$ cat src/rtl/core/apd_pkg.sv
`default_nettype none

package apd_pkg;

  localparam int unsigned ByteW     = 8;
  localparam int unsigned LenW      = 16;
  localparam int unsigned CountW    = 32;
  localparam int unsigned KindW     = 2;
  localparam int unsigned CfgIndexW = 8;

  localparam logic [ByteW-1:0] SyncByte = 8'hFF;
  localparam logic [ByteW:0]   CsumMod  = 9'd255;

  typedef enum logic [KindW-1:0] {
    KIND_DATA  = 2'd0,
    KIND_GOOD  = 2'd1,
    KIND_BAD   = 2'd2,
    KIND_IDREJ = 2'd3
  } kind_e;

  typedef enum logic [CfgIndexW-1:0] {
    CFG_PEER_ID = 8'd0,
    CFG_OWN_ID  = 8'd1
  } cfg_index_e;

endpackage

`default_nettype wire

$ cat src/rtl/core/addressed_packet_deframer.sv
// Channel  | Direction | Handshake             | Beat contents
// ---------+-----------+-----------------------+--------------------------------------
// in       | input     | in_valid_i/in_stall_o | rx_byte_i
// out      | output    | out_valid_o/out_stall_i | kind_o, payload_byte_o, byte_index_o,
//          |           |                       | frame_length_o, good_frames_o
// cfg      | input     | cfg_valid_i/cfg_ready_o | cfg_index_i, cfg_data_i
//
// One byte is taken per cycle when not stalled; its result, if any, is registered.
// The frame parser state and the 8-bit modulo-255 sum update in the accepting cycle.
// A two-entry output register and skid stage hold results; input stalls only when
// the skid stage is full. Configuration writes are always ready.
// Reset returns the parser to hunting for the first sync byte and clears the count.
`default_nettype none

module addressed_packet_deframer import apd_pkg::*; (
  input  wire logic                 clk_i,
  input  wire logic                 rst_ni,
  input  wire logic                 in_valid_i,
  output logic                      in_stall_o,
  input  wire logic [ByteW-1:0]     rx_byte_i,
  output logic                      out_valid_o,
  input  wire logic                 out_stall_i,
  output logic [KindW-1:0]          kind_o,
  output logic [ByteW-1:0]          payload_byte_o,
  output logic [LenW-1:0]           byte_index_o,
  output logic [LenW-1:0]           frame_length_o,
  output logic [CountW-1:0]         good_frames_o,
  input  wire logic                 cfg_valid_i,
  output logic                      cfg_ready_o,
  input  wire logic [CfgIndexW-1:0] cfg_index_i,
  input  wire logic [ByteW-1:0]     cfg_data_i
);

  typedef enum logic [7:0] {
    PH_SYNC1  = 8'b0000_0001,
    PH_SYNC2  = 8'b0000_0010,
    PH_SENDER = 8'b0000_0100,
    PH_RECVR  = 8'b0000_1000,
    PH_LENH   = 8'b0001_0000,
    PH_LENL   = 8'b0010_0000,
    PH_DATA   = 8'b0100_0000,
    PH_CHECK  = 8'b1000_0000
  } phase_e;

  typedef struct packed {
    kind_e             kind;
    logic [ByteW-1:0]  pbyte;
    logic [LenW-1:0]   index;
    logic [LenW-1:0]   length;
    logic [CountW-1:0] count;
  } result_t;

  phase_e            phase_q, phase_d;
  logic [ByteW-1:0]  sum_q, sum_d;
  logic [LenW-1:0]   len_q, len_d;
  logic [LenW-1:0]   cnt_q, cnt_d;
  logic [CountW-1:0] frames_q, frames_d;
  logic [ByteW-1:0]  peer_id_q, own_id_q;

  logic              out_valid_q, skid_valid_q;
  result_t           out_q, skid_q;

  logic              in_fire, out_fire;
  logic              res_valid;
  kind_e             res_kind;
  logic [ByteW-1:0]  res_byte;
  logic [LenW-1:0]   res_index;
  result_t           res;

  logic [ByteW:0]    sum_ext;
  logic [ByteW:0]    sum_red;
  logic [ByteW-1:0]  sum_add;
  logic [ByteW-1:0]  sum_first;
  logic [LenW-1:0]   cnt_inc;
  logic [LenW-1:0]   len_full;

  assign in_fire     = in_valid_i && !skid_valid_q;
  assign out_fire    = out_valid_q && !out_stall_i;
  assign in_stall_o  = skid_valid_q;
  assign cfg_ready_o = 1'b1;

  assign sum_ext   = {1'b0, sum_q} + {1'b0, rx_byte_i};
  assign sum_red   = (sum_ext >= CsumMod) ? (sum_ext - CsumMod) : sum_ext;
  assign sum_add   = sum_red[ByteW-1:0];
  assign sum_first = (rx_byte_i == SyncByte) ? 8'd0 : rx_byte_i;
  assign cnt_inc   = cnt_q + 16'd1;
  assign len_full  = {len_q[LenW-1:ByteW], rx_byte_i};

  always_comb begin
    phase_d   = phase_q;
    sum_d     = sum_q;
    len_d     = len_q;
    cnt_d     = cnt_q;
    frames_d  = frames_q;
    res_valid = 1'b0;
    res_kind  = KIND_DATA;
    res_byte  = '0;
    res_index = '0;
    case (phase_q)
      PH_SYNC1: begin
        if (rx_byte_i == SyncByte) begin
          sum_d   = sum_first;
          len_d   = '0;
          cnt_d   = '0;
          phase_d = PH_SYNC2;
        end
      end
      PH_SYNC2: begin
        if (rx_byte_i == SyncByte) begin
          sum_d   = sum_add;
          phase_d = PH_SENDER;
        end else begin
          phase_d = PH_SYNC1;
        end
      end
      PH_SENDER: begin
        if (rx_byte_i == peer_id_q) begin
          sum_d   = sum_add;
          phase_d = PH_RECVR;
        end else begin
          phase_d   = PH_SYNC1;
          res_valid = 1'b1;
          res_kind  = KIND_IDREJ;
        end
      end
      PH_RECVR: begin
        if (rx_byte_i == own_id_q) begin
          sum_d   = sum_add;
          phase_d = PH_LENH;
        end else begin
          phase_d   = PH_SYNC1;
          res_valid = 1'b1;
          res_kind  = KIND_IDREJ;
        end
      end
      PH_LENH: begin
        sum_d   = sum_add;
        len_d   = {rx_byte_i, 8'd0};
        phase_d = PH_LENL;
      end
      PH_LENL: begin
        sum_d   = sum_add;
        len_d   = len_full;
        phase_d = (len_full == '0) ? PH_CHECK : PH_DATA;
      end
      PH_DATA: begin
        sum_d     = sum_add;
        cnt_d     = cnt_inc;
        phase_d   = (cnt_inc >= len_q) ? PH_CHECK : PH_DATA;
        res_valid = 1'b1;
        res_kind  = KIND_DATA;
        res_byte  = rx_byte_i;
        res_index = cnt_q;
      end
      PH_CHECK: begin
        phase_d   = PH_SYNC1;
        res_valid = 1'b1;
        if (rx_byte_i == sum_q) begin
          frames_d = frames_q + 32'd1;
          res_kind = KIND_GOOD;
        end else begin
          res_kind = KIND_BAD;
        end
      end
      default: begin
        phase_d = PH_SYNC1;
      end
    endcase
  end

  assign res = '{kind: res_kind, pbyte: res_byte, index: res_index,
                 length: len_q, count: frames_d};

  always_ff @(posedge clk_i or negedge rst_ni) begin
    if (!rst_ni) begin
      phase_q   <= PH_SYNC1;
      sum_q     <= '0;
      len_q     <= '0;
      cnt_q     <= '0;
      frames_q  <= '0;
      peer_id_q <= '0;
      own_id_q  <= '0;
    end else begin
      if (in_fire) begin
        phase_q  <= phase_d;
        sum_q    <= sum_d;
        len_q    <= len_d;
        cnt_q    <= cnt_d;
        frames_q <= frames_d;
      end
      if (cfg_valid_i && cfg_ready_o) begin
        if (cfg_index_i == CFG_PEER_ID) begin
          peer_id_q <= cfg_data_i;
        end else if (cfg_index_i == CFG_OWN_ID) begin
          own_id_q <= cfg_data_i;
        end
      end
    end
  end

  always_ff @(posedge clk_i or negedge rst_ni) begin
    if (!rst_ni) begin
      out_valid_q  <= 1'b0;
      skid_valid_q <= 1'b0;
    end else begin
      if (out_fire || !out_valid_q) begin
        if (skid_valid_q) begin
          out_valid_q  <= 1'b1;
          skid_valid_q <= 1'b0;
        end else begin
          out_valid_q <= in_fire && res_valid;
        end
      end else if (in_fire && res_valid) begin
        skid_valid_q <= 1'b1;
      end
    end
  end

  always_ff @(posedge clk_i) begin
    if (out_fire || !out_valid_q) begin
      if (skid_valid_q) begin
        out_q <= skid_q;
      end else if (in_fire && res_valid) begin
        out_q <= res;
      end
    end else if (in_fire && res_valid) begin
      skid_q <= res;
    end
  end

  assign out_valid_o    = out_valid_q;
  assign kind_o         = out_q.kind;
  assign payload_byte_o = out_q.pbyte;
  assign byte_index_o   = out_q.index;
  assign frame_length_o = out_q.length;
  assign good_frames_o  = out_q.count;

endmodule

`default_nettype wire

$ cat config.mk
export PLATFORM = sky130hd
export DESIGN_NAME = addressed_packet_deframer
export DESIGN_NICKNAME = d
export VERILOG_FILES = /design/src/rtl/core/apd_pkg.sv /design/src/rtl/core/addressed_packet_deframer.sv
export SDC_FILE = /design/constraint.sdc
export NUM_CORES = 1
export LEC_CHECK = 0
export ABC_CLOCK_PERIOD_IN_PS = 5200
export BUFFER_PORTS_ARGS = -buffer_cell sky130_fd_sc_hd__buf_2
export CORE_MARGIN = 2
export CORE_UTILIZATION = 46
export CTS_CLUSTER_DIAMETER = 50
export CTS_CLUSTER_SIZE = 10
export DETAILED_ROUTE_END_ITERATION = 10
export GPL_TIMING_DRIVEN = 0
export PLACE_DENSITY = 0.67
export SLEW_MARGIN = 10
export SYNTH_ARGS = -nofsm -noshare
export SYNTH_HDL_FRONTEND = slang
export SYNTH_SLANG_ARGS = --single-unit
$ cat constraint.sdc
create_clock -name clk_i -period 5.2 [get_ports clk_i]
set_input_delay 0.26 -clock clk_i [delete_from_list [all_inputs] [get_ports clk_i]]
set_output_delay 0.26 -clock clk_i [all_outputs]
set_load 0.01 [all_outputs]
==> results.txt, run 1 <==
adder and majority cell fraction of the synthesized area: 0.03070
Worst Path Required: 5.60 ns
Slew @ Worst Pin: 0.7343 ns
Wirelength per Cell: 16.31 um
Residual DRC: 0
largest net degree at the start of global routing: 51
Leak Pwr: 5.690 nW
Die Y: 163.2 um
vias per cell: 5.182
post-CTS setup buffer count: 0
Most Frequent Cell on Critical Path: and3_1
row count: 58
Worst Setup End Kind: flop
setup TNS: 0 ns
fin worst setup slack: 1.771 ns
IR drop worst, VDD: 219.5 uV
DR vias: 7519
Avg Inst Size Synth: 12.31 um2
Gate Count Post-Synth: 947
Achievable Freq: 291.7 MHz
DP HPWL: 16.48 mm
gr usage total: 0.1783
# clock sinks: 246
PostCTS Resize Cnt: 0
endpoints failing hold: 0
DRT Pass-1 Iters: 5
status: finished clean
endpoints failing setup: 0
Post-synth top cells: edfxtp_1 (148), nand2_1 (130), dfrtp_1 (97)
CP arrival: 3.83 ns
worst min-delay path category: input port to flop
Synth Area in Simple Gates: 0.1389
RSZ-0062 raised after global routing: no
Area Growth Syn to Fin: 18.38%
PD cells: 303.9 nW/um2
Floorplan Core Area: 25040 um2
Post-Route WL: 23.66 mm
grt ovf: 0
Slowest cell on crit path: dfrtp_1
width of the chip: 163.2 um
Final Cycle Share: 0.6593
largest stage delay on the critical path: 0.44 ns
DRT antenna net count: 0
first-pass GRT wire length: 38.16 mm
syn_nets: 1004
Post-synth EDFFs: 148
layout cells sized above 1: 0.2355
worst slack at placement: 1.775 ns
initial antenna violation count: 0
Synth Area in Compound Gates: 0.06773
Die Area: 26630 um2
clock transition at the registers of the reported paths: 0.06 ns
Yosys reg bits: 246
Total Power: 4.194 mW
PortBufs: 104
Iteration-0 DRC Markers: 386
H-tree levels: 1
Critical Path Source Type: flop
area leader, netlist: edfxtp_1
Tmin final: 3.429 ns
Yosys cell types: 70
top-count cell post-synth: edfxtp_1
Starting Density: 0.4656
CTS Buffer Depth: 3
crit path cell chain: ha_1 -> nand3_1 -> nor2_1 -> and3_1 -> and3_1 -> and3_1 -> and3_1 -> xor2_1 -> ha_1 -> a21o_1 -> a21oi_1 -> o21ai_0 -> a21oi_1 -> o21ai_0
routability cong.: 0.8153
Critical Path Fanout Max: 6
Layout Skew: 0.009873 ns
xor-xnor portion of the synthesized cell area: 0.07642
Worst-Skew Late Latency: 0.54 ns
ant diodes: 0
fin. max-slew vios: 0
Final Core Density: 0.5512
Max Cap Viol: 0
number of CTS-inserted buffers: 30
CTS tree: built
ys flop type: edfxtp_1
mapped cell area: 11660 um2
share of the synthesized area in the top cell type: 0.3812
Rel. slew slack: 0.5105
number of fill cells: 2115
final net count: 1155
Boundary Pins: 106
multiplexer share of the synthesized area: 0.07513
combinational family with the most area after synthesis: simple AND/OR/NAND/NOR gates
Yosys warning count: 0
CTS root buf: clkbuf_16
vias in the first global route: 7448
register area share after synthesis: 0.5917
fraction of registers with async set/reset: 0.3984
Synth area leaders: edfxtp_1 (38%), dfrtp_1 (21%), mux2_2 (7.3%)
CP Class: flop to flop
## per-stage QoR
| step | instances | cell area [um2] | hold WS, ns |
|---|---|---|---|
| floorplan | 947 | 11660 | -0.03559 |
| global placement | 1381 | 12590 | 0.4623 |
| detailed placement | 1387 | 12750 | 0.2425 |
| CTS | 1451 | 13800 | 0.07827 |
| global route | 1451 | 13800 | 0.1187 |
| finish | 1451 | 13800 | 0.1104 |
## worst max-delay path, delay by kind of cell, from the launching register on
kind	cells	cell delay, ns
AOI/OAI and AO/OA	5	0.69
xor gates and xnor gates	1	0.17
adders and majority gates	2	0.52
DFF	1	0.44
and+or+nand+nor	6	1.47
## placed cells by master, fill, tap and decap left out, types with 26 or more instances in the layout
cell type	instances
and2_1	26
buf_2	113
clkbuf_1	42
clkbuf_16	33
dfrtp_1	97
edfxtp_1	148
ha_1	27
mux2_2	76
nand2_1	130
nor2_1	45
o21ai_0	61
xnor2_1	38
xor2_1	60
## registers in the layout, summed over array words and instances (netlist names), 16 cells and up
name / flops
good_frames_o: 32
byte_index_o: 16
cnt_q: 16
skid_q: 74
len_q: 16
frames_q: 32
frame_length_o: 16
## area by class of cell
type / instances / area (um2) / area share
Sequential cell: 246 / 6898 / 0.4999
Multi-Input combinational cell: 646 / 4556 / 0.3301
Clock buffer: 53 / 920.9 / 0.06673
Timing Repair Buffer: 119 / 752.0 / 0.05449
Tap cell: 330 / 412.9 / 0.02992
Buffer: 35 / 147.6 / 0.01070
Inverter: 20 / 75.07 / 0.005440
Clock inverter: 2 / 37.54 / 0.002720
## logic make-up after synthesis
family                     Yosys count
adders and majority gates           28
xor gates and xnor gates           100
and+or+nand+nor                    312
other                                1
AOI/OAI and AO/OA                  127
DFF                                246
muxes                               78
buffers and inverters               55
## layer usage
layer | vias up | global-route usage | share of wire
li1 | 3695 | - | -
met5 | - | 0 | 0
met3 | 51 | 0.02362 | 0.046
met2 | 172 | 0.2827 | 0.45
met1 | 3601 | 0.2530 | 0.47
met4 | 0 | 0.06315 | 0.030
## power breakdown
group	switching [mW]	internal, mW	total [mW]	leakage (nW)
logic	0.0762	0.0480	0.124	2.63
registers	0.00784	2.07	2.07	2.61
clock network	0.762	1.23	2.00	0.457
## path summary, 6_finish.rpt
kind                             start          end  slack, ns  cells past startpoint
max                           cnt_q[0]   phase_q[7]       1.77                     14
min                        out_stall_i   in_stall_o       0.11                      3
max reg2reg                   cnt_q[0]   phase_q[7]       1.77                     14
min reg2reg                   len_q[2]   skid_q[34]       0.47                      0
max in group asynchronous       rst_ni   phase_q[0]       4.30                      3
min in group asynchronous       rst_ni  own_id_q[5]       0.23                      2
## what timing repair did
item,in CTS,in global routing
hold buffers,9,0
setup endpoints to repair,0,0
endpoints found under the hold margin,65,0
Power figures use the tool's default switching activity.
==> inputs of run 2 (changes only) <==
--- a/config.mk
+++ b/config.mk
@@ -5,7 +5,7 @@
 export SDC_FILE = /design/constraint.sdc
 export NUM_CORES = 1
 export LEC_CHECK = 0
-export ABC_CLOCK_PERIOD_IN_PS = 5200
+export ABC_CLOCK_PERIOD_IN_PS = 2850
 export BUFFER_PORTS_ARGS = -buffer_cell sky130_fd_sc_hd__buf_2
 export CORE_MARGIN = 2
 export CORE_UTILIZATION = 46
==> constraint.sdc (replaced) <==
create_clock -name clk_i -period 2.85 [get_ports clk_i]
set_input_delay 0.1425 -clock clk_i [delete_from_list [all_inputs] [get_ports clk_i]]
set_output_delay 0.1425 -clock clk_i [all_outputs]
set_load 0.01 [all_outputs]
==> results.txt, run 2 (synthesized netlist as in run 1, its figures left out) <==
width of the chip: 163.2 um (unchanged)
Area Growth Syn to Fin: 22.59%
number of fill cells: 2115 (unchanged)
gr usage total: 0.1806 (+0.002338)
Residual DRC: 0 (unchanged)
largest net degree at the start of global routing: 57 (+12%)
Wirelength per Cell: 16.34 um (+0.21%)
Die Y: 163.2 um (unchanged)
commonest non-fill, non-tap cells in the layout: edfxtp_1 (148), nand2_1 (130), buf_2 (113)
CTS root buf: clkbuf_16
CTS Buffer Depth: 3 (unchanged)
ant diodes: 0 (unchanged)
IR drop worst, VDD: 441.6 uV (+100%)
Final Cycle Share: 0.9852 (+0.3259)
Critical Path Fanout Max: 5 (-1)
dpl cells: 1387 (unchanged)
Worst-Skew Late Latency: 0.55 ns (about the same)
Layout Skew: 0.01833 ns (+0.008456 ns)
clock transition at the registers of the reported paths: 0.06 ns (about the same)
routability cong.: 0.8377 (+2.7%)
RSZ-0062 raised after global routing: yes
endpoints failing setup: 0 (unchanged)
Worst Setup End Kind: flop
Achievable Freq: 356.2 MHz (+22%)
Iteration-0 DRC Markers: 475 (+23%)
DRT antenna net count: 0 (unchanged)
H-tree levels: 1 (unchanged)
Boundary Pins: 106 (unchanged)
Starting Density: 0.4656 (unchanged)
Tmin final: 2.808 ns (-0.6207 ns)
vias in the first global route: 7440 (-0.11%)
Floorplan Core Area: 25040 um2 (unchanged)
commonest non-fill, non-tap cell in the layout: edfxtp_1
Layout Cells excl Fill: 1486 (+2.4%)
grt ovf: 0 (unchanged)
final net count: 1189 (+2.9%)
Rel. slew slack: 0.4956 (-0.01484)
Biggest register: skid_q
row count: 58 (unchanged)
register area: 6908 um2 (+0.15%)
Post-Route WL: 24.28 mm (+2.6%)
CTS tree: built
CP Class: flop to flop
DP HPWL: 16.52 mm (+0.21%)
setup TNS: 0 ns (unchanged)
cell area after layout: 14290 um2 (+3.6%)
initial antenna violation count: 0 (unchanged)
Leak Pwr: 5.887 nW (+3.5%)
Final Core Density: 0.5708 (+0.01964)
Max Cap Viol: 0 (unchanged)
DRT Pass-1 Iters: 5 (unchanged)
vias per cell: 5.262 (+1.5%)
Worst Path Required: 3.31 ns (-2.29 ns)
Multi-input gate area: 4767 um2 (+4.6%)
worst min-delay path category: input port to flop
layout cells sized above 1: 0.2950 (+0.05948)
number of CTS-inserted buffers: 31 (+3.3%)
dpl cell area: 12790 um2 (+0.28%)
# clock sinks: 246 (unchanged)
PortBufs: 104 (unchanged)
Total Power: 7.642 mW (+82%)
first-pass GRT wire length: 38.62 mm (+1.2%)
fin. max-slew vios: 0 (unchanged)
CP arrival: 3.27 ns (-0.56 ns)
endpoints failing hold: 0 (unchanged)
PD cells: 534.8 nW/um2 (+76%)
status: finished clean
Slew @ Worst Pin: 0.7538 ns (+0.01947 ns)
max FFs per register: 74 (unchanged)
Critical Path Source Type: flop
DR vias: 7819 (+4.0%)
Die Area: 26630 um2 (unchanged)
==> run 2: cell types whose count changed in the layout (fill, tap and decap cells not counted), sizes merged <==
cell	previous run	this run
clkinvlp	1	0
clkbuf	77	75
clkinv	0	1
inv	20	24
buf	121	153
dlygate4sd3	9	10
==> run 2: repair_timing <==
item,4_1_cts,5_1_grt
setup buffers,12,20
hold buffers,10,0
endpoints found under the hold margin,117,0
endpoints found under the setup margin,66,62
resized for setup,22,27
pin swaps,12,12
cloned,0,0
==> run 2: layout make-up <==
type / instances / share of cell area
Buffer: 35 / 0.01059
Clock buffer: 51 / 0.06234
Multi-Input combinational cell: 646 / 0.3336
Inverter: 20 / 0.005253
Tap cell: 330 / 0.02889
Sequential cell: 246 / 0.4834
Clock inverter: 6 / 0.004465
Timing Repair Buffer: 152 / 0.07153
==> run 2: metrics by stage <==
stage	hold slack [ns]	setup slack (ns)
floorplan	-0.1531	-0.1857
global placement	0.3888	-1.186
detailed placement	0.1092	-0.3938
CTS	0.04932	-0.1211
global route	0.07513	-0.1417
finish	0.07488	0.04220
==> run 2: critical path, stage by stage, from the launching register on <==
cell	delay (ns)
dfrtp_1	0.40
ha_4	0.17
fa_2	0.35
a211o_1	0.31
a211o_1	0.31
a211oi_4	0.28
o2111ai_2	0.18
o31ai_4	0.31
nand2_1	0.12
xor2_1	0.17
o21ai_1	0.13
==> run 2: where the power goes <==
| group | internal (mW) | switching, mW | total [mW] | leakage, nW |
|---|---|---|---|---|
| Clock | 2.21 | 1.41 | 3.61 | 0.463 |
| Sequential | 3.77 | 0.0151 | 3.78 | 2.59 |
| Combinational | 0.0959 | 0.149 | 0.245 | 2.83 |
==> run 2: metal layers <==
metal	GRT usage	wire (um)	up-vias
met3	0.02768	1317	35
li1	-	-	3780
met4	0.05310	517	0
met2	0.2881	11280	214
met5	0	0	-
met1	0.2570	11160	3790
==> run 2: path summary, 6_finish.rpt <==
kind | from | to | depth (start not counted) | slack (ns)
hold reg to reg | len_q[2] | skid_q[34] | 0 | 0.47
setup reg to reg | sum_q[0] | sum_q[4] | 10 | 0.04
hold / removal | rx_byte_i[6] | len_q[6] | 4 | 0.07
max in group asynchronous | rst_ni | cnt_q[0] | 3 | 2.11
setup / recovery | sum_q[0] | sum_q[4] | 10 | 0.04
min in group asynchronous | rst_ni | own_id_q[6] | 2 | 0.09
